--- config.mk ---
export PLATFORM = sky130hd
export DESIGN_NAME = ple_cell
export DESIGN_NICKNAME = d
export VERILOG_FILES = /design/src/assert_macros.svh /design/src/ple_pkg.sv /design/src/ple_cell.sv
export SDC_FILE = /design/constraint.sdc
export NUM_CORES = 1
export LEC_CHECK = 0
export ABC_CLOCK_PERIOD_IN_PS = 10610
export BUFFER_PORTS_ARGS = -buffer_cell sky130_fd_sc_hd__buf_4
export CAP_MARGIN = 20
export CORE_AREA = 2 2 76 78
export CTS_BUF_LIST = sky130_fd_sc_hd__clkbuf_16
export DETAILED_ROUTE_END_ITERATION = 6
export DIE_AREA = 0 0 78 80
export GPL_ROUTABILITY_DRIVEN = 1
export PLACE_DENSITY = 0.84
export SLEW_MARGIN = 0
export SYNTH_ARGS = -nofsm -noshare
export SYNTH_HDL_FRONTEND = slang
export SYNTH_SLANG_ARGS = --single-unit
--- constraint.sdc ---
create_clock -name clock -period 10.61 [get_ports clock]
set_clock_uncertainty 0.05 [all_clocks]
set_input_delay 1.5915 -clock clock [delete_from_list [all_inputs] [get_ports clock]]
set_output_delay 1.5915 -clock clock [all_outputs]
set_load 0.005 [all_outputs]
--- src/assert_macros.svh ---
// Concurrent assertion helpers, compiled out for synthesis.
`ifndef ASSERT_MACROS_SVH
`define ASSERT_MACROS_SVH

`ifndef SYNTHESIS

`define ASSERT_ALWAYS(lbl, clk, rst, expr) \
   lbl: assert property (@(posedge clk) disable iff (rst) (expr)) \
      else $error("%m: invariant violated");

`define ASSERT_IMPLIES(lbl, clk, rst, ante, cons) \
   lbl: assert property (@(posedge clk) disable iff (rst) (ante) |-> (cons)) \
      else $error("%m: implication violated");

`define ASSERT_NEXT(lbl, clk, rst, ante, cons) \
   lbl: assert property (@(posedge clk) disable iff (rst) (ante) |=> (cons)) \
      else $error("%m: next-cycle check violated");

`else

`define ASSERT_ALWAYS(lbl, clk, rst, expr)
`define ASSERT_IMPLIES(lbl, clk, rst, ante, cons)
`define ASSERT_NEXT(lbl, clk, rst, ante, cons)

`endif

`endif

--- src/ple_pkg.sv ---
package ple_pkg;

   localparam int DEPTH_DEF = 64;
   localparam int WORD_W    = 32;
   localparam int POS_W     = 8;
   localparam int LEN_W     = 7;
   localparam int ACT_W     = 3;
   localparam int ST_W      = 3;

   localparam logic [ACT_W-1:0] ACT_APPEND = 3'd0;
   localparam logic [ACT_W-1:0] ACT_INSERT = 3'd1;
   localparam logic [ACT_W-1:0] ACT_DELETE = 3'd2;
   localparam logic [ACT_W-1:0] ACT_GET    = 3'd3;
   localparam logic [ACT_W-1:0] ACT_LOCATE = 3'd4;
   localparam logic [ACT_W-1:0] ACT_CLEAR  = 3'd5;

   localparam logic [ST_W-1:0] ST_OK       = 3'd0;
   localparam logic [ST_W-1:0] ST_BADPOS   = 3'd1;
   localparam logic [ST_W-1:0] ST_FULL     = 3'd2;
   localparam logic [ST_W-1:0] ST_EMPTY    = 3'd3;
   localparam logic [ST_W-1:0] ST_NOTFOUND = 3'd4;

   typedef struct packed {
      logic [ACT_W-1:0]         action;
      logic [POS_W-1:0]         position;
      logic signed [WORD_W-1:0] value;
   } req_payload_type;

   typedef struct packed {
      logic signed [WORD_W-1:0] data;
      logic [LEN_W-1:0]         where;
      logic [ST_W-1:0]          status;
      logic [LEN_W-1:0]         length;
      logic                     last;
   } rsp_payload_type;

   typedef enum logic [2:0] {
      CELL_HOLD   = 3'd0,
      CELL_APPEND = 3'd1,
      CELL_INSERT = 3'd2,
      CELL_DELETE = 3'd3,
      CELL_MATCH  = 3'd4,
      CELL_PICK   = 3'd5
   } cell_op_type;

   typedef struct packed {
      cell_op_type       op;
      logic [POS_W-1:0]  slot;
      logic [WORD_W-1:0] key;
   } cell_ctrl_type;

endpackage

--- src/ple_cell.sv ---
module ple_cell import ple_pkg::*; #(
   parameter int IDX = 0
) (
   input  logic              clock,
   input  logic              reset,
   input  cell_ctrl_type     ctrl,
   input  logic [WORD_W-1:0] prev_word,
   input  logic [WORD_W-1:0] next_word,
   input  logic              pick,
   output logic [WORD_W-1:0] word,
   output logic [WORD_W-1:0] rd_word,
   output logic              hit
);
   localparam logic [POS_W-1:0] MY_SLOT = POS_W'(IDX);

   logic [WORD_W-1:0] entry_ff, entry_in;
   logic              hit_ff, hit_in;

   always_comb begin
      entry_in = entry_ff;
      hit_in   = hit_ff;
      unique case (ctrl.op)
         CELL_APPEND: begin
            if (ctrl.slot == MY_SLOT) entry_in = ctrl.key;
         end
         CELL_INSERT: begin
            if (MY_SLOT > ctrl.slot) entry_in = prev_word;
            else if (MY_SLOT == ctrl.slot) entry_in = ctrl.key;
         end
         CELL_DELETE: begin
            if (MY_SLOT >= ctrl.slot) entry_in = next_word;
         end
         CELL_MATCH: begin
            hit_in = (MY_SLOT < ctrl.slot) && (entry_ff == ctrl.key);
         end
         CELL_PICK: begin
            if (pick) hit_in = 1'b0;
         end
         default: ;
      endcase
   end

   always_ff @(posedge clock) begin
      entry_ff <= entry_in;
   end

   always_ff @(posedge clock) begin
      if (reset) begin
         hit_ff <= 1'b0;
      end else begin
         hit_ff <= hit_in;
      end
   end

   assign word    = entry_ff;
   assign rd_word = (ctrl.slot == MY_SLOT) ? entry_ff : '0;
   assign hit     = hit_ff;
endmodule

After elaboration in Yosys (flattened, before gate mapping)
Cells that the tools add are included.

Reduce and logical (&&, ||, !) cells: 6. Magnitude comparators: 3. Multiplexer cells: 7. Equality and inequality tests: 8.

Operator list (number): 2-to-1 mux 32 bit (4); case mux 32 bit (3 select lines) (1); equality test 32 bit (1); greater-or-equal comparator 1 x 8 -> 1 bit (first input constant) (1); > comparator 1 x 8 -> 1 bit (first input constant) (1); logical NOT 8 bit (1); < comparator 1 x 8 -> 1 bit (first input constant) (1); equality test 3 x 2 -> 1 bit (second input constant) (2); equality test 3 bit (second input constant) (2); inequality test 2 bit (second input constant) (2); AND reduction 2 bit (2); equality test 3 x 1 -> 1 bit (second input constant) (1); nonzero test 3 bit (1); case mux 1 bit (2 select lines) (1); nonzero test 2 bit (1); logical AND 1 bit (1); 2-to-1 mux 1 bit (1).

Output and inout port bits: 65. Register bits after elaboration: 33. Logic and storage cells: 26. Bits of input ports: 110.

Longest topological paths before layout
Gate-level depths: netlist of run 1.

Depth in word-level cells: 4. Mapped depth: 6. Mapped depth without buffers: 5.

Worst setup path after synthesis of run 1
No wires, ideal clock.

Path type: input -> register. From: input ctrl[32] in the netlist's numbering. To: register entry_ff[0] (netlist: word[0]), enable pin. Buffers on the path: 1. Arrival time: 4.051 ns. Required time: 10.119 ns. Setup slack: 6.068 ns. Stages on the path: 4. Setup time: 0.441 ns. Path through: nor4_4 -> nand2_1 -> clkbuf_1 -> a31oi_1.

Longest elaborated chain between the ends: 3.

RTL lines: from (decl) (RTL line ple_cell.sv:6) `input cell_ctrl_type ctrl,`; greater-or-equal comparator 1 x 8 -> 1 bit (RTL line ple_cell.sv:31) `if (MY_SLOT >= ctrl.slot) entry_in = next_word;`; inequality test 2 bit (no source line); AND reduction 2 bit (no source line); to (signal assigned) (RTL line ple_cell.sv:44) `entry_ff <= entry_in;`; to (decl) (RTL line ple_cell.sv:16) `logic [WORD_W-1:0] entry_ff, entry_in;`.

Every way passes these cells. A chain may end at the register's enable or synchronous reset.

Final worst setup path of run 1
From: input ctrl[36] in the netlist's numbering. To: output rd_word[15].

Longest elaborated chain between the ends: 2.

RTL lines: logical NOT 8 bit (RTL line ple_cell.sv:56) `assign rd_word = (ctrl.slot == MY_SLOT) ? entry_ff : '0;`; 2-to-1 mux 32 bit (RTL line ple_cell.sv:56); to (decl) (RTL line ple_cell.sv:11) `output logic [WORD_W-1:0] rd_word,`.

Every way passes these cells.

==> results of run 1 <==
## worst max-delay path, cell delays in order
cell    delay [ns]
buf_4         0.12
nor4_4        0.25
buf_4         0.35
and3_1        0.21
buf_4         0.11
## per-layer routing
layer	global-route usage (%)	up-vias	wire length, um
met3	4.64	11	453
met2	41.0	108	3910
met5	0	-	0
li1	-	1220	-
met4	6.67	0	105
met1	29.0	1173	3110
## layout by cell type (no fill, tap or decap), drive strengths merged
cell type    n
buf        149
nand2       65
a31oi       33
nor2        32
and3        32
edfxtp      32
xnor2       17
xor2        15
nand4        6
nor4         6
clkbuf       5
nand3b       3
inv          3
and2         1
o21bai       1
nor4b        1
nor3         1
nand2b       1
o21ai        1
dfxtp        1
## registers in the layout, summed over array words and instances, names as in the netlist
register  cells
word         32
hit           1
## area by class of cell
type                       instances  share of cell area [%]
clock buffer                       5                    3.49
multi-input combinational        215                    34.4
tap                               72                    2.51
clock inverter                     3                   0.314
sequential                        33                    27.4
timing repair buffer             149                    32.0
## power by group through the flow
stage	Clock (mW)	Combinational (mW)	Sequential (mW)
after floorplan	0	0.0268	0.164
after CTS	0.135	0.0718	0.162
after global placement	0	0.0697	0.164
final	0.134	0.0737	0.162
after detailed placement	0	0.0715	0.165
after global routing	0.141	0.0799	0.163
## kinds of logic after synthesis
family | synth area share [%]
compound gates | 9.58
simple gates | 31.4
buf+inv | 3.83
xor+xnor | 12.3
flops | 42.9
## final timing paths
check,from,to,cells after the start
max,ctrl[36],rd_word[15],5
min,hit,hit,2
max reg2reg,word[15],hit,5
min reg2reg,hit,hit,2
==> metrics.csv, run 1 <==
stage,metric,value,unit
run_status,outcome,finished clean,
finish,Storage cell area,981,um2
floorplan,overall die area,6240,um2
power_and_ir_drop,switching portion of total power,24.1,%
clocking,number of post-CTS setup repair buffers,0,
hold_path,worst hold path type,reg -> reg,
critical_path,critical path class,in -> out,
drt,post-DR wirelength/cell,15.9,um
power_and_ir_drop,internal power,0.280,mW
sta,hold_ws,0.443,ns
sta,# setup viols final,0,
clocking,clk root buf,clkbuf_16,
power_and_ir_drop,Lkg Pwr,1.71,nW
place,placed cell count,467,
drt,antenna-violating nets left,0,
global_route,global-route usage over all layers,23.3,%
place,Placer Congestion,0.887,
sta,minimum clock period,4.28,ns
finish,post-layout util,66.3,%
synthesis,"count leader, synth",nand2_1,
sta,setup TNS,0,ns
synthesis,"Top FF cell, synth",edfxtp_1,
place,Placed Area,3410,um2
critical_path,R2R setup slack,8.95,ns
sta,fin. max-slew vios,0,
synthesis,Mapped Area,2290,um2
power_and_ir_drop,Power Density,103,nW/um2
critical_path,Worst Path Max Fanout,34,
synthesis,post-synthesis register bit count,33,
synthesis,asr flop ratio synth,0,%
global_route,initial antenna violation count,0,
finish,# fillers,490,
critical_path,Worst EP required,8.97,ns
finish,fraction of layout cells with a size suffix above 1,38.8,%
finish,nets,514,
drt,number of remaining DRC errors,0,
clocking,hold buffers post-CTS,0,
floorplan,Die X,78,um
critical_path,crit end category,primary output,
floorplan,Core ar.,5410,um2
global_route,total gr overflow,0,
clocking,clock latency at the later pin of the worst-skew pair,0.27,ns
drt,drt pass-1 iters,4,
sta,Max Freq,0.234,GHz
synthesis,Synth area leader,edfxtp_1,
place,port bufs,142,
power_and_ir_drop,Final Power,0.370,mW
place,dpl ws,6.33,ns
power_and_ir_drop,Clock Power Share,36.2,%
clocking,Resize count post-CTS,0,
power_and_ir_drop,Psw,0.0892,mW
finish,Final Instance Area,3590,um2
power_and_ir_drop,Worst VDD drop,0.0835,mV
clocking,Clock Path Buffers,2,
clocking,htree depth,2,
synthesis,"EDFF count, synth",32,
synthesis,Synth top cells by count,"nand2_1, a31oi_1, and3_1, edfxtp_1, nor2_1",
floorplan,Die Ht,80,um
clocking,CTS Buf Count,5,
sta,Fin. Hold Viols,0,
run,number of max-cap violations,0,
drt,vias per std cell,5.27,
floorplan,initial core utilization,42.3,%
sta,Final Worst Setup Slack,6.33,ns
critical_path,CP startpoint kind,input pin,
place,Final HPWL DP,5430,um
drt,Initial DRC Count,240,
power_and_ir_drop,Comb power frac,20.0,%
synthesis,post-synthesis sequential area ratio,42.9,%
power_and_ir_drop,Flop pwr share,43.9,%
finish,ANT cells,0,
synthesis,Syn Area/Cell,8.53,um2
synthesis,synth unique cells,22,
global_route,largest net degree at the start of global routing,35,
floorplan,I/O pin count,175,
global_route,first-pass GRT wire length,11500,um
synthesis,syn nets,378,
clocking,"Clk pin slew, worst setup/hold paths",0.05,ns
finish,area growth from synthesis to layout,56.9,%
drt,via count,2512,
critical_path,Critical Path AT,2.64,ns
floorplan,Core Rows,27,
synthesis,YS warnings,0,
global_route,vias in the first global route,2369,
synthesis,Synth top area share,42.0,%
synthesis,Gate Count Post-Synth,268,
sta,Final period util,40.3,%
clocking,CTS tree,done,
sta,Slew HR,61.6,%
sta,Slew @ Worst Pin,0.577,ns
sta,RSZ-0062 raised after global routing,no,
drt,final WL,7580,um
finish,final std cells w/o fill,477,
clocking,clk sink count,33,
finish,multi-input logic area,1230,um2
synthesis,Synth area leaders,"edfxtp_1, nand2_1, a31oi_1, and3_1, xnor2_1",
No activity file was read; power rests on OpenSTA's default activity.
==> run 2, diff against run 1 <==
ABC_CLOCK_PERIOD_IN_PS = 3600   (was 10610)
CORE_AREA = 2 2 83 85   (was 2 2 76 78)
DIE_AREA = 0 0 85 87   (was 0 0 78 80)
PLACE_DENSITY = 0.74   (was 0.84)
clock period = 3.6 ns   (was 10.61 ns; I/O delays follow)
==> run 2 against run 1 <==
Hold slack worse by 0.0027 ns. Non-clock buffer count stayed put. Clock power grew to 2.9 times the previous value. Critical path depth stayed put. Via count is 0.68% lower. First-iteration DRC count is 60% lower. Global-route usage is 3.6 points lower. Cell area is 0.24% lower. Critical endpoint is now rd_word[0].
==> metrics.csv, run 2 (synthesis results as in run 1) <==
stage,metric,value,unit,change
drt,Initial DRC Count,95,,-60%
finish,"most common cell after layout, fill and taps aside",buf_4,,
global_route,initial antenna violation count,0,,unchanged
clocking,"Clk pin slew, worst setup/hold paths",0.05,ns,about the same
clocking,hold buffers post-CTS,0,,unchanged
critical_path,CP startpoint kind,input pin,,
finish,nets,514,,unchanged
floorplan,Core Rows,30,,+11%
power_and_ir_drop,Comb power frac,19.4,%,-0.6 points
drt,antenna-violating nets left,0,,unchanged
drt,via count,2495,,-0.68%
run,number of max-cap violations,0,,unchanged
clocking,clk sink count,33,,unchanged
finish,ANT cells,0,,unchanged
finish,most frequent cells in the layout,"buf_4, nand2_1",,
critical_path,Worst EP required,3.01,ns,-5.96 ns
sta,# setup viols final,0,,unchanged
floorplan,Die X,85,um,+9.0%
critical_path,critical path class,in -> out,,
floorplan,Die Ht,87,um,+8.8%
sta,Fin. Hold Viols,0,,unchanged
clocking,CTS Buf Count,5,,unchanged
finish,Storage cell area,981,um2,unchanged
floorplan,I/O pin count,175,,unchanged
clocking,Clock Path Buffers,2,,unchanged
drt,post-DR wirelength/cell,15.7,um,-1.3%
global_route,largest net degree at the start of global routing,39,,+11%
clocking,clock latency at the later pin of the worst-skew pair,0.27,ns,about the same
run_status,outcome,finished clean,,
sta,Final period util,71.1,%,
critical_path,R2R setup slack,2.02,ns,-6.93 ns
clocking,clk root buf,clkbuf_16,,
place,port bufs,142,,unchanged
global_route,vias in the first global route,2381,,+0.51%
clocking,CTS tree,done,,
finish,flip-flop count of the largest register after layout,32,,unchanged
critical_path,Critical Path AT,1.97,ns,-0.67 ns
global_route,global-route usage over all layers,19.7,%,-3.6 points
drt,drt pass-1 iters,4,,unchanged
drt,vias per std cell,5.15,,-2.1%
sta,setup TNS,0,ns,unchanged
power_and_ir_drop,Power Density,303,nW/um2,+190%
power_and_ir_drop,Lkg Pwr,1.69,nW,-0.98%
floorplan,initial core utilization,34.8,%,-7.5 points
hold_path,worst hold path type,reg -> reg,,
finish,# fillers,620,,+27%
power_and_ir_drop,switching portion of total power,24.1,%,about the same
sta,fin. max-slew vios,0,,unchanged
sta,minimum clock period,2.56,ns,
sta,Slew HR,56.3,%,-5.3 points
global_route,first-pass GRT wire length,11700,um,+1.3%
power_and_ir_drop,Worst VDD drop,0.162,mV,+94%
finish,fraction of layout cells with a size suffix above 1,38.9,%,+0.096 points
critical_path,Worst Path Max Fanout,22,,-35%
floorplan,overall die area,7400,um2,+19%
power_and_ir_drop,Flop pwr share,44.1,%,+0.2 points
sta,Final Worst Setup Slack,1.04,ns,-5.29 ns
finish,area growth from synthesis to layout,56.5,%,
power_and_ir_drop,Clock Power Share,36.5,%,+0.3 points
critical_path,crit end category,primary output,,
global_route,total gr overflow,0,,unchanged
clocking,number of post-CTS setup repair buffers,0,,unchanged
clocking,Resize count post-CTS,0,,unchanged
sta,Max Freq,0.390,GHz,
place,Final HPWL DP,5630,um,+3.6%
drt,number of remaining DRC errors,0,,unchanged
sta,Slew @ Worst Pin,0.651,ns,+0.0743 ns
clocking,htree depth,2,,unchanged
place,dpl ws,0.941,ns,-5.39 ns
drt,final WL,7590,um,+0.15%
power_and_ir_drop,internal power,0.821,mW,+190%
sta,RSZ-0062 raised after global routing,no,,
power_and_ir_drop,Psw,0.261,mW,+190%
place,Placer Congestion,0.783,,-12%
floorplan,Core ar.,6570,um2,+22%
finish,multi-input logic area,1230,um2,unchanged
[run 2: changes by cell type in the layout (fill, tap and decap cells not counted)]
| cell | before | now |
|---|---|---|
| buf_12 | 0 | 1 |
| buf_16 | 1 | 0 |
| buf_4 | 147 | 148 |
| buf_8 | 1 | 0 |
| clkinv_1 | 0 | 1 |
| inv_1 | 3 | 1 |
[run 2: power groups by stage]
stage	logic (mW)	registers, mW	clock network [mW]
global placement	0.208	0.483	0
floorplan	0.0789	0.483	0
CTS	0.213	0.477	0.400
detailed placement	0.213	0.485	0
finish	0.211	0.477	0.395
global route	0.231	0.482	0.411
[run 2: routing by layer]
metal  vias up  GRT usage [%]  routed length, um  part of all wire [%]
li1       1218              -                  -                     -
met1      1170           24.6               3120                    41
met2        96           34.8               3840                    51
met3        11           3.98                535                   7.0
met4         0           5.05                 95                   1.3
met5         -              0                  0                     0
[run 2: worst max-delay path, stage by stage]
cell and delay, ns:
buf_4 0.12, nor4_4 0.61, buf_4 0.37, and3_1 0.21
buf_4 0.11
[run 2: through the flow]
| step | utilization (%) | cells | area, um2 | hold slack [ns] | power [mW] |
|---|---|---|---|---|---|
| 6_report | 54.5 | 484 | 3580 | 0.441 | 1.08 |
| 3_3_place_gp | 52.4 | 477 | 3440 | 0.425 | 0.691 |
| 4_1_cts | 54.5 | 484 | 3580 | 0.440 | 1.09 |
| 2_1_floorplan | - | 268 | 2290 | 0.418 | 0.561 |
| 3_5_place_dp | 52.4 | 477 | 3440 | 0.431 | 0.698 |
| 5_1_grt | 54.5 | 484 | 3580 | 0.474 | 1.12 |
[run 2: final timing paths]
kind / start / cells past startpoint / to
setup / recovery: ctrl[32] / 5 / rd_word[0]
hold / removal: hit / 2 / hit
setup reg to reg: word[15] / 5 / hit
hold reg to reg: hit / 2 / hit
[run 2: layout make-up]
cell class,count,share of cell area (%)
Sequential cell,33,27.4
Timing Repair Buffer,149,31.6
Clock inverter,2,0.210
Tap cell,80,2.80
Multi-Input combinational cell,215,34.5
Clock buffer,5,3.50
