**src/assert_macros.svh**
```systemverilog
// Concurrent assertion helpers, compiled out for synthesis.
`ifndef ASSERT_MACROS_SVH
`define ASSERT_MACROS_SVH

`ifndef SYNTHESIS

`define ASSERT_ALWAYS(lbl, clk, rst, expr) \
   lbl: assert property (@(posedge clk) disable iff (rst) (expr)) \
      else $error("%m: invariant violated");

`define ASSERT_IMPLIES(lbl, clk, rst, ante, cons) \
   lbl: assert property (@(posedge clk) disable iff (rst) (ante) |-> (cons)) \
      else $error("%m: implication violated");

`define ASSERT_NEXT(lbl, clk, rst, ante, cons) \
   lbl: assert property (@(posedge clk) disable iff (rst) (ante) |=> (cons)) \
      else $error("%m: next-cycle check violated");

`else

`define ASSERT_ALWAYS(lbl, clk, rst, expr)
`define ASSERT_IMPLIES(lbl, clk, rst, ante, cons)
`define ASSERT_NEXT(lbl, clk, rst, ante, cons)

`endif

`endif

```
**src/ple_pkg.sv**
```systemverilog
package ple_pkg;

   localparam int DEPTH_DEF = 64;
   localparam int WORD_W    = 32;
   localparam int POS_W     = 8;
   localparam int LEN_W     = 7;
   localparam int ACT_W     = 3;
   localparam int ST_W      = 3;

   localparam logic [ACT_W-1:0] ACT_APPEND = 3'd0;
   localparam logic [ACT_W-1:0] ACT_INSERT = 3'd1;
   localparam logic [ACT_W-1:0] ACT_DELETE = 3'd2;
   localparam logic [ACT_W-1:0] ACT_GET    = 3'd3;
   localparam logic [ACT_W-1:0] ACT_LOCATE = 3'd4;
   localparam logic [ACT_W-1:0] ACT_CLEAR  = 3'd5;

   localparam logic [ST_W-1:0] ST_OK       = 3'd0;
   localparam logic [ST_W-1:0] ST_BADPOS   = 3'd1;
   localparam logic [ST_W-1:0] ST_FULL     = 3'd2;
   localparam logic [ST_W-1:0] ST_EMPTY    = 3'd3;
   localparam logic [ST_W-1:0] ST_NOTFOUND = 3'd4;

   typedef struct packed {
      logic [ACT_W-1:0]         action;
      logic [POS_W-1:0]         position;
      logic signed [WORD_W-1:0] value;
   } req_payload_type;

   typedef struct packed {
      logic signed [WORD_W-1:0] data;
      logic [LEN_W-1:0]         where;
      logic [ST_W-1:0]          status;
      logic [LEN_W-1:0]         length;
      logic                     last;
   } rsp_payload_type;

   typedef enum logic [2:0] {
      CELL_HOLD   = 3'd0,
      CELL_APPEND = 3'd1,
      CELL_INSERT = 3'd2,
      CELL_DELETE = 3'd3,
      CELL_MATCH  = 3'd4,
      CELL_PICK   = 3'd5
   } cell_op_type;

   typedef struct packed {
      cell_op_type       op;
      logic [POS_W-1:0]  slot;
      logic [WORD_W-1:0] key;
   } cell_ctrl_type;

endpackage

```
**src/ple_scan.sv**
```systemverilog
module ple_scan import ple_pkg::*; #(
   parameter int DEPTH = DEPTH_DEF
) (
   input  logic [DEPTH-1:0]         hits,
   output logic [DEPTH-1:0]         pick,
   output logic [$clog2(DEPTH)-1:0] pick_idx,
   output logic                     any,
   output logic                     single
);
   localparam int IW = $clog2(DEPTH);

   // lowest set flag
   assign pick   = hits & (~hits + DEPTH'(1));
   assign any    = |hits;
   assign single = ((hits & ~pick) == '0);

   always_comb begin
      pick_idx = '0;
      for (int i = 0; i < DEPTH; i++) begin
         if (pick[i]) pick_idx = pick_idx | IW'(i);
      end
   end
endmodule

```
**config.mk**
```make
export PLATFORM = sky130hd
export DESIGN_NAME = ple_scan
export DESIGN_NICKNAME = d
export VERILOG_FILES = /design/src/assert_macros.svh /design/src/ple_pkg.sv /design/src/ple_scan.sv
export SDC_FILE = /design/constraint.sdc
export NUM_CORES = 1
export LEC_CHECK = 0
export BUFFER_PORTS_ARGS = -buffer_cell sky130_fd_sc_hd__clkbuf_2
export CAP_MARGIN = 0
export CORE_AREA = 2 2 58 87
export DETAILED_ROUTE_END_ITERATION = 8
export DIE_AREA = 0 0 60 89
export PLACE_DENSITY = 0.87
export SLEW_MARGIN = 10
export SYNTH_ARGS = -nofsm -noshare
export SYNTH_HDL_FRONTEND = slang
export SYNTH_SLANG_ARGS = --single-unit
```
**constraint.sdc**
```tcl
create_clock -name vclk -period 6.1
set_input_delay 1.22 -clock vclk [all_inputs]
set_output_delay 1.22 -clock vclk [all_outputs]
set_load 0.005 [all_outputs]
```
# After elaboration in Yosys (flattened, before gate mapping)
# Cells that the tools add are included.
# W data, S select, Z words.
# word_totals
mem_bits_rw,0
output_inout_bits,72
rom_bits,0
in_bits,64
reg_bits,0
n_memories,0
latchBits,0
word_cells,70
# classes
div_mod_pow,0
mux,63
n_eq_ne,0
addsub,1
n_reduce_logical,2
bitwise_logic,4
n_mul,0
shifts,0
n_lt_le_gt_ge,0
# op_table
op,n
$mux W6,32
$and A64 B64 Y64,2
$not A64 Y64,2
$mux W5,16
$add A64 B1 Y64 const B,1
$logic_not A64 Y1,1
$reduce_or A64 Y1,1
$mux W4,8
$mux W3,4
$mux W2,2
$mux W1,1

# Logic depth before layout (Yosys ltp)
# Gate-level depths: netlist of run 1.
# depth
depth_word,66
depth_mapped,12
depth_no_buf,9

# Worst setup path before layout of run 1
# No wires, ideal clock.
# synth_path
path_type,in2out
startpoint,input port hits[1]
endpoint,output port single
cell_stages,10
setup_slack_ns,1.119
arrival_time_ns,3.761
n_path_buf,3
cell_sequence,buf_6 > or4_4 > buf_6 > or4_4 > buf_6 > nor3_4 > nand2_2 > maj3_2 > a2111oi_2 > and4_1
# synth_via
elab_chain_cells,6
# synth_rtl
item,line_no,source
"start, declared",ple_scan.sv:4,"input logic [DEPTH-1:0] hits,"
$not A64 Y64,ple_scan.sv:13,assign pick = hits & (~hits + DEPTH'(1));
$add A64 B1 Y64,ple_scan.sv:13,
$and A64 B64 Y64,ple_scan.sv:13,
$not A64 Y64,ple_scan.sv:15,assign single = ((hits & ~pick) == '0);
$and A64 B64 Y64 (*),ple_scan.sv:15,
$logic_not A64 Y1 (*),ple_scan.sv:15,
"end, declared",ple_scan.sv:8,output logic single
# Every way passes the cells marked *; elsewhere a longest branch is shown, timed or not.

# Final worst setup path of run 1
# Ends and elaborated chain as after synthesis.

==> key figures, run 1 <==
Outcome
  – Status: finished clean

Global routing
  – Initial antenna violation count: 0
  – Vias in the first global route: 3446
  – Largest net degree at the start of global routing: 18
  – GRT overflow: 0
  – GRT Overall Usage: 0.404
  – First-pass GRT wire length: 16.7 mm

Die
  – Initial core utilization: 0.473
  – Row count: 30
  – DIE AREA: 5340 um^2
  – Ports: 136
  – Die Ht: 89 um
  – Die width: 60 um
  – Core area: 4540 um^2

STA
  – Fin. max-slew vios: 0
  – Tmin final: 5.48 ns
  – Final Setup Violations: 0
  – Fmax: 182 MHz
  – Final TNS setup: 0 ns
  – Actual slew at the worst max-slew pin: 0.686 ns
  – Worst slew margin: 0.538
  – RSZ-0062 raised after global routing: no
  – Period Utilization, post-route: 0.898
  – Final Hold Vio Count: 0

Job
  – Total of max-cap violations: 0

Critical path
  – Top cell family by delay on the critical path: simple AND/OR/NAND/NOR gates
  – Cells along the critical path: clkbuf_2 -> or4_4 -> or4_4 -> nor2_2 -> buf_4 -> nand2_1 -> a222oi_1 -> nor4b_1 -> and4_1 -> clkbuf_2
  – Startpoint Class: primary input
  – Slowest cell on the critical path: or4_4
  – Crit-path max cell delay: 0.61 ns
  – Buf+Inv Stages, Crit Path: 3
  – Critical Setup Path Class: in -> out
  – Crit end category: output pin
  – Worst endpoint data arrival time: 4.26 ns
  – CP required: 4.88 ns
  – Worst-path fanout max: 15

Yosys
  – Yosys cell types: 57
  – Register area share after synthesis: 0
  – Mapped Area: 2150 um^2
  – Syn Area/Cell: 5.81 um^2
  – Yosys warns: 0
  – Syn nets: 434
  – Mapped Cells: 370

Placed design
  – Port bufs: 136
  – Final HPWL DP: 9.37 mm
  – Placer Congestion: 1.07

Route
  – DR pass1 iterations: 5
  – Routed wire length: 10.9 mm
  – Vias/cell: 6.74
  – Total number of vias: 3753
  – DR DRC count: 0
  – WL per Instance: 19.6 um
  – DRT antenna net count: 0
  – Initial drt markers: 421

Power and ir drop
  – Power Total: 0.0000918 W
  – VDD IR max: 0.0000263 V
  – Pwr Density: 32.2 nW/um^2
  – Leak: 1.53 nW

Clock network
  – Cts repair resizes: 0
  – Postcts setup bufs: 0
  – Post-CTS Hold Fix Bufs: 0

Final layout
  – Area occupied by registers: 0 um^2
  – Antenna diodes: 0
  – Filler cell count: 474
  – Commonest non-fill, non-tap cell in the layout: clkbuf_2
  – Area Overhead vs Synth: 32.6%
  – Share of cells above drive strength 1: 0.306
  – Clk_buf instances: 0
  – Net count, final: 559
  – Most frequent cells in the layout: clkbuf_2, nor2_1, nor3_1
  – Seq cells: 0

Hold path
  – Hold Crit Class: in -> out
[cells in the mapped netlist (3+ instances only)]
library cell | instances | area share
o41ai_1 | 4 | 0.016
nor3b_1 | 3 | 0.010
o21ai_0 | 12 | 0.028
buf_6 | 3 | 0.016
a211oi_1 | 4 | 0.014
nor4_1 | 28 | 0.082
a21boi_0 | 3 | 0.010
or4_1 | 11 | 0.038
and2_1 | 6 | 0.017
inv_1 | 31 | 0.054
nand4_1 | 13 | 0.038
o31ai_1 | 5 | 0.017
nor4b_1 | 4 | 0.016
nand2b_1 | 3 | 0.0087
clkbuf_1 | 12 | 0.021
nor2_1 | 44 | 0.077
and3_1 | 25 | 0.073
and4_1 | 5 | 0.020
a21oi_1 | 3 | 0.0070
nand2_1 | 28 | 0.049
nor3_1 | 33 | 0.077
a31oi_1 | 4 | 0.012
nand3_1 | 26 | 0.061
or3_1 | 12 | 0.035
[report_power, final]
part | internal (W) | total [W] | switching (W)
Clock | 0 | 0 | 0
Sequential | 0 | 0 | 0
Combinational | 0.0000333 | 0.0000918 | 0.0000584
Total | 0.0000333 | 0.0000918 | 0.0000584
[cells by family (layout without fill, tap and decap cells)]
kind of cell               count (synthesis)  count (layout)  share of synthesized area
and+or+nand+nor                          259             259                      0.681
AOI/OAI and AO/OA                         59              59                      0.204
buffers and inverters                     49             172                     0.0996
adders and majority gates                  3               3                     0.0146
[cell type report]
cell class | instances | area, um^2 | area share
Multi-Input combinational cell | 321 | 1930 | 0.679
Tap cell | 64 | 80.1 | 0.0281
Inverter | 31 | 116 | 0.0408
Timing Repair Buffer | 141 | 718 | 0.252
[through the flow]
step           worst slack, ns  instances   util  hold slack, ns  instance area [um^2]
4_1_cts                  0.677        557  0.627            2.74                  2850
5_1_grt                  0.431        557  0.627            2.76                  2850
6_report                 0.620        557  0.627            2.74                  2850
2_1_floorplan             1.12        370      -            2.47                  2150
3_5_place_dp             0.673        557  0.627            2.74                  2850
3_3_place_gp             0.751        557  0.627            2.72                  2850
[path summary, 6_finish.rpt]
path,from,end,slack [ns],depth (start not counted)
hold / removal,hits[0],pick[0],2.74,2
setup / recovery,hits[1],single,0.62,10
[layer usage]
metal / GRT usage / wire, um
met5: 0 / 0
met1: 0.441 / 3690
met4: 0.259 / 869
met2: 0.719 / 5250
met3: 0.0434 / 1090
Note: power is estimated with default switching activity, not from simulation.
==> run 2: changes to the inputs <==
--- a/config.mk
+++ b/config.mk
@@ -12,3 +12,3 @@
 export DIE_AREA = 0 0 60 89
-export PLACE_DENSITY = 0.87
+export PLACE_DENSITY = 0.86
 export SLEW_MARGIN = 10
==> constraint.sdc (replaced) <==
create_clock -name vclk -period 6.1
set_input_delay 0.915 -clock vclk [all_inputs]
set_output_delay 0.915 -clock vclk [all_outputs]
set_load 0.005 [all_outputs]
==> run 2 against run 1 <==
Net effect: setup slack gained 0.46 ns; via count grew 1.3%; maximum frequency grew 9.3%; cell count shrank 0.54%; final area shrank 0.79%; critical endpoint unchanged; highest routed layer unchanged.
==> key figures, run 2 (synthesis results as in run 1) <==
Power and ir drop
  – Power Total: 0.0000946 W (was 0.0000918 W)
  – VDD IR max: 0.0000222 V (was 0.0000263 V)
  – Leak: 1.51 nW (was 1.53 nW)
  – Pwr Density: 33.5 nW/um^2 (was 32.2 nW/um^2)

Job
  – Total of max-cap violations: 0 (unchanged)

Die
  – Die width: 60 um (unchanged)
  – Ports: 136 (unchanged)
  – Row count: 30 (unchanged)
  – Die Ht: 89 um (unchanged)
  – Initial core utilization: 0.473 (unchanged)
  – DIE AREA: 5340 um^2 (unchanged)
  – Core area: 4540 um^2 (unchanged)

Final layout
  – Net count, final: 556 (was 559)
  – Antenna diodes: 0 (unchanged)
  – Most frequent cells in the layout: clkbuf_2, nor2_1, nor3_1 (unchanged)
  – Commonest non-fill, non-tap cell in the layout: clkbuf_2 (unchanged)
  – Area Overhead vs Synth: 31.6% (was 32.6%)
  – Area occupied by registers: 0 um^2 (unchanged)
  – Seq cells: 0 (unchanged)
  – Share of cells above drive strength 1: 0.302 (was 0.306)
  – Clk_buf instances: 0 (unchanged)

Global routing
  – First-pass GRT wire length: 17.5 mm (was 16.7 mm)
  – GRT overflow: 0 (unchanged)
  – Initial antenna violation count: 0 (unchanged)
  – Vias in the first global route: 3349 (was 3446)
  – Largest net degree at the start of global routing: 23 (was 18)
  – GRT Overall Usage: 0.428 (was 0.404)

Clock network
  – Cts repair resizes: 0 (unchanged)
  – Post-CTS Hold Fix Bufs: 0 (unchanged)
  – Postcts setup bufs: 0 (unchanged)

Critical path
  – Crit end category: output pin (unchanged)
  – Crit-path max cell delay: 0.61 ns (about the same)
  – Worst-path fanout max: 22 (was 15)
  – Cells along the critical path: clkbuf_2 -> or4_4 -> or4_4 -> nor2_2 -> nand2_1 -> a222oi_1 -> nor4b_1 -> and4_1 -> clkbuf_2 (was clkbuf_2 -> or4_4 -> or4_4 -> nor2_2 -> buf_4 -> nand2_1 -> a222oi_1 -> nor4b_1 -> and4_1 -> clkbuf_2)
  – Top cell family by delay on the critical path: simple AND/OR/NAND/NOR gates (unchanged)
  – Slowest cell on the critical path: or4_4 (unchanged)
  – Buf+Inv Stages, Crit Path: 2 (was 3)
  – Critical Setup Path Class: in -> out (unchanged)
  – CP required: 5.18 ns (was 4.88 ns)
  – Critical path depth: 9 (was 10)
  – Worst endpoint data arrival time: 4.10 ns (was 4.26 ns)
  – Startpoint Class: primary input (unchanged)

Route
  – Initial drt markers: 428 (was 421)
  – DRT antenna net count: 0 (unchanged)
  – Total number of vias: 3802 (was 3753)
  – Vias/cell: 6.86 (was 6.74)
  – Routed wire length: 11.6 mm (was 10.9 mm)
  – WL per Instance: 21.0 um (was 19.6 um)
  – DR DRC count: 0 (unchanged)
  – DR pass1 iterations: 5 (unchanged)

Placed design
  – Final HPWL DP: 9.94 mm (was 9.37 mm)
  – Port bufs: 136 (unchanged)
  – Placer Congestion: 1.03 (was 1.07)

STA
  – Tmin final: 5.02 ns (was 5.48 ns)
  – Actual slew at the worst max-slew pin: 0.724 ns (was 0.686 ns)
  – Fin. max-slew vios: 0 (unchanged)
  – Worst slew margin: 0.517 (was 0.538)
  – Period Utilization, post-route: 0.822 (was 0.898)
  – Final Hold Vio Count: 0 (unchanged)
  – Final Setup Violations: 0 (unchanged)
  – Final TNS setup: 0 ns (unchanged)
  – RSZ-0062 raised after global routing: no (unchanged)
  – Fmax: 199 MHz (was 182 MHz)

Hold path
  – Hold Crit Class: in -> out (unchanged)
  – Hold Path Depth: 2 (unchanged)

Outcome
  – Status: finished clean (unchanged)
run 2: cell types whose count changed in the layout (fill, tap and decap cells not counted), sizes merged:
cell and delta:
buf -3
run 2: per-stage QoR:
| step | util | worst slack, ns | cells | cell area (um^2) | hold WS (ns) |
|---|---|---|---|---|---|
| after detailed placement | 0.622 | 1.20 | 554 | 2830 | 2.12 |
| final | 0.622 | 1.08 | 554 | 2830 | 2.13 |
| after global placement | 0.622 | 1.30 | 554 | 2830 | 2.12 |
| after CTS | 0.622 | 1.20 | 554 | 2830 | 2.12 |
| after global routing | 0.622 | 0.934 | 554 | 2830 | 2.15 |
| after floorplan | - | 1.73 | 370 | 2150 | 1.86 |
run 2: area by class of cell:
cell class	instances	area [um^2]
tap	64	80.1
multi-input combinational	321	1930
fill	480	1720
inverter	31	116
timing repair buffer	138	696
run 2: report_power, final:
group | internal (W) | switching [W]
Sequential | 0 | 0
Combinational | 0.0000333 | 0.0000612
Clock | 0 | 0
run 2: final timing paths:
kind	end	from	slack, ns
worst max-delay path	single	hits[1]	1.08
worst min-delay path	pick[0]	hits[0]	2.13
run 2: per-layer routing:
layer	wire length, um	part of all wire	GRT usage	vias to the layer above
li1	-	-	-	1687
met1	4040	0.35	0.486	1702
met2	5510	0.48	0.755	342
met3	1150	0.099	0.0362	71
met4	909	0.078	0.259	0
met5	0	0	0	-
==> run 3: changes to the inputs <==
CORE_AREA = 2 2 63 94   (was 2 2 58 87)
DIE_AREA = 0 0 65 96   (was 0 0 60 89)
PLACE_DENSITY = 0.77   (was 0.86)
clock period = 4.6 ns   (was 6.1 ns; I/O delays follow)
==> run 3 against run 2 <==
Net effect: final area is 2.7% higher; global-route usage is 5.5 points lower; via count is 1.2% lower; sequential share of layout area stayed put; critical path type unchanged; largest power group unchanged.
==> key figures, run 3 (synthesis results as in run 1) <==
Global routing
  – Met1 usage: 0.407 (was 0.486)
  – First-pass GRT wire length: 17.9 mm (was 17.5 mm)
  – Vias in the first global route: 3407 (was 3349)
  – GRT overflow: 0 (unchanged)
  – Met2 Usage GRT: 0.661 (was 0.755)
  – Gr busiest metal: met2 (unchanged)
  – Met3 GRT Util: 0.0503 (was 0.0362)
  – GRT Overall Usage: 0.373 (was 0.428)
  – Largest net degree at the start of global routing: 24 (was 23)
  – Initial antenna violation count: 0 (unchanged)

Final layout
  – Commonest non-fill, non-tap cell in the layout: clkbuf_2 (unchanged)
  – Area occupied by registers: 0 um^2 (unchanged)
  – Share of cells above drive strength 1: 0.315 (was 0.302)
  – Filler cell count: 582 (was 480)
  – Final Instance Area: 2900 um^2 (was 2830 um^2)
  – Net count, final: 565 (was 556)
  – Area Overhead vs Synth: 35.1% (was 31.6%)
  – Seq cells: 0 (unchanged)
  – Clk_buf instances: 0 (unchanged)
  – Most frequent cells in the layout: clkbuf_2, nor2_1, nor3_1 (unchanged)
  – Antenna diodes: 0 (unchanged)

STA
  – Final hold slack: 1.68 ns (was 2.13 ns)
  – Period Utilization, post-route: 0.904
  – Final TNS setup: 0 ns (unchanged)
  – Fmax: 241 MHz
  – Fin. max-slew vios: 0 (unchanged)
  – Actual slew at the worst max-slew pin: 0.751 ns (was 0.724 ns)
  – Final Setup Violations: 0 (unchanged)
  – Tmin final: 4.16 ns
  – Worst slew margin: 0.496 (was 0.517)
  – Final Hold Vio Count: 0 (unchanged)
  – RSZ-0062 raised after global routing: no (unchanged)

Die
  – Initial core utilization: 0.397 (was 0.473)
  – Ports: 136 (unchanged)
  – Die width: 65 um (was 60 um)
  – Row count: 33 (was 30)
  – DIE AREA: 6240 um^2 (was 5340 um^2)
  – Die Ht: 96 um (was 89 um)
  – Core area: 5410 um^2 (was 4540 um^2)

Clock network
  – Cts repair resizes: 0 (unchanged)
  – Postcts setup bufs: 0 (unchanged)
  – Post-CTS Hold Fix Bufs: 0 (unchanged)

Outcome
  – Status: finished clean (unchanged)

Power and ir drop
  – VDD IR max: 0.0000240 V (was 0.0000222 V)
  – Switching share of power: 0.648 (about the same)
  – Clock power frac: 0 (about the same)
  – Flop pwr share: 0 (about the same)
  – Comb pwr share: 1.000 (about the same)
  – Leak: 1.56 nW (was 1.51 nW)
  – Pint: 0.0000442 W (was 0.0000333 W)
  – Pwr Density: 43.3 nW/um^2 (was 33.5 nW/um^2)
  – NetSw: 0.0000814 W (was 0.0000612 W)

Placed design
  – Port bufs: 136 (unchanged)
  – Final HPWL DP: 10.3 mm (was 9.94 mm)
  – Dpl cell area: 2900 um^2 (was 2830 um^2)
  – Placer Congestion: 1.00 (was 1.03)

Critical path
  – Crit end category: output pin (unchanged)
  – Worst-path fanout max: 11 (was 22)
  – Critical Setup Path Class: in -> out (unchanged)
  – CP required: 3.91 ns (was 5.18 ns)
  – Worst endpoint data arrival time: 3.47 ns (was 4.10 ns)
  – Startpoint Class: primary input (unchanged)

Route
  – Vias/cell: 6.60 (was 6.86)
  – DR DRC count: 0 (unchanged)
  – WL per Instance: 21.1 um (was 21.0 um)
  – DRT antenna net count: 0 (unchanged)
  – DR pass1 iterations: 5 (unchanged)
  – Total number of vias: 3758 (was 3802)
  – Routed wire length: 12.0 mm (was 11.6 mm)
  – Initial drt markers: 356 (was 428)

Job
  – Total of max-cap violations: 0 (unchanged)

Hold path
  – Hold Crit Class: in -> out (unchanged)
run 3: cell count changes in the layout (fill, tap and decap cells not counted), sizes merged:
cell / before / now
buf: 2 / 11
run 3: final timing paths:
path	start	endpoint	slack, ns	depth (start not counted)
max	hits[1]	single	0.44	10
min	hits[0]	pick[0]	1.68	2
run 3: worst max-delay path, stage by stage:
cell and delay, ns:
clkbuf_2 0.14, or4_4 0.59, or4_4 0.61, nor2_2 0.18, buf_4 0.19, nand2_1 0.06, a2111o_1 0.39, nor4_1 0.23
and4_1 0.26, clkbuf_2 0.12
run 3: area by class of cell:
type | count | area [um^2] | share of cell area
well taps | 70 | 87.6 | 0.0302
inverters | 31 | 116 | 0.0401
repair buffers | 147 | 763 | 0.263
multi-input cells | 321 | 1930 | 0.667
run 3: through the flow:
stage               setup WS (ns)  power (W)  std cells   util
floorplan                   0.679  0.0000496        370      -
global placement            0.515   0.000119        569  0.536
detailed placement          0.468   0.000121        569  0.536
CTS                         0.461   0.000121        569  0.536
global route                0.204   0.000134        569  0.536
finish                      0.443   0.000126        569  0.536
run 3: per-layer routing:
metal  vias up  share of wire
li1       1702              -
met1      1704           0.35
met2       283           0.47
met3        69          0.092
met4         0          0.084
met5         -              0
run 3: power by group through the flow:
stage	Sequential [W]	Combinational (W)	Clock [W]
after CTS	0	0.000121	0
after floorplan	0	0.0000496	0
final	0	0.000126	0
after global placement	0	0.000119	0
after global routing	0	0.000134	0
after detailed placement	0	0.000121	0
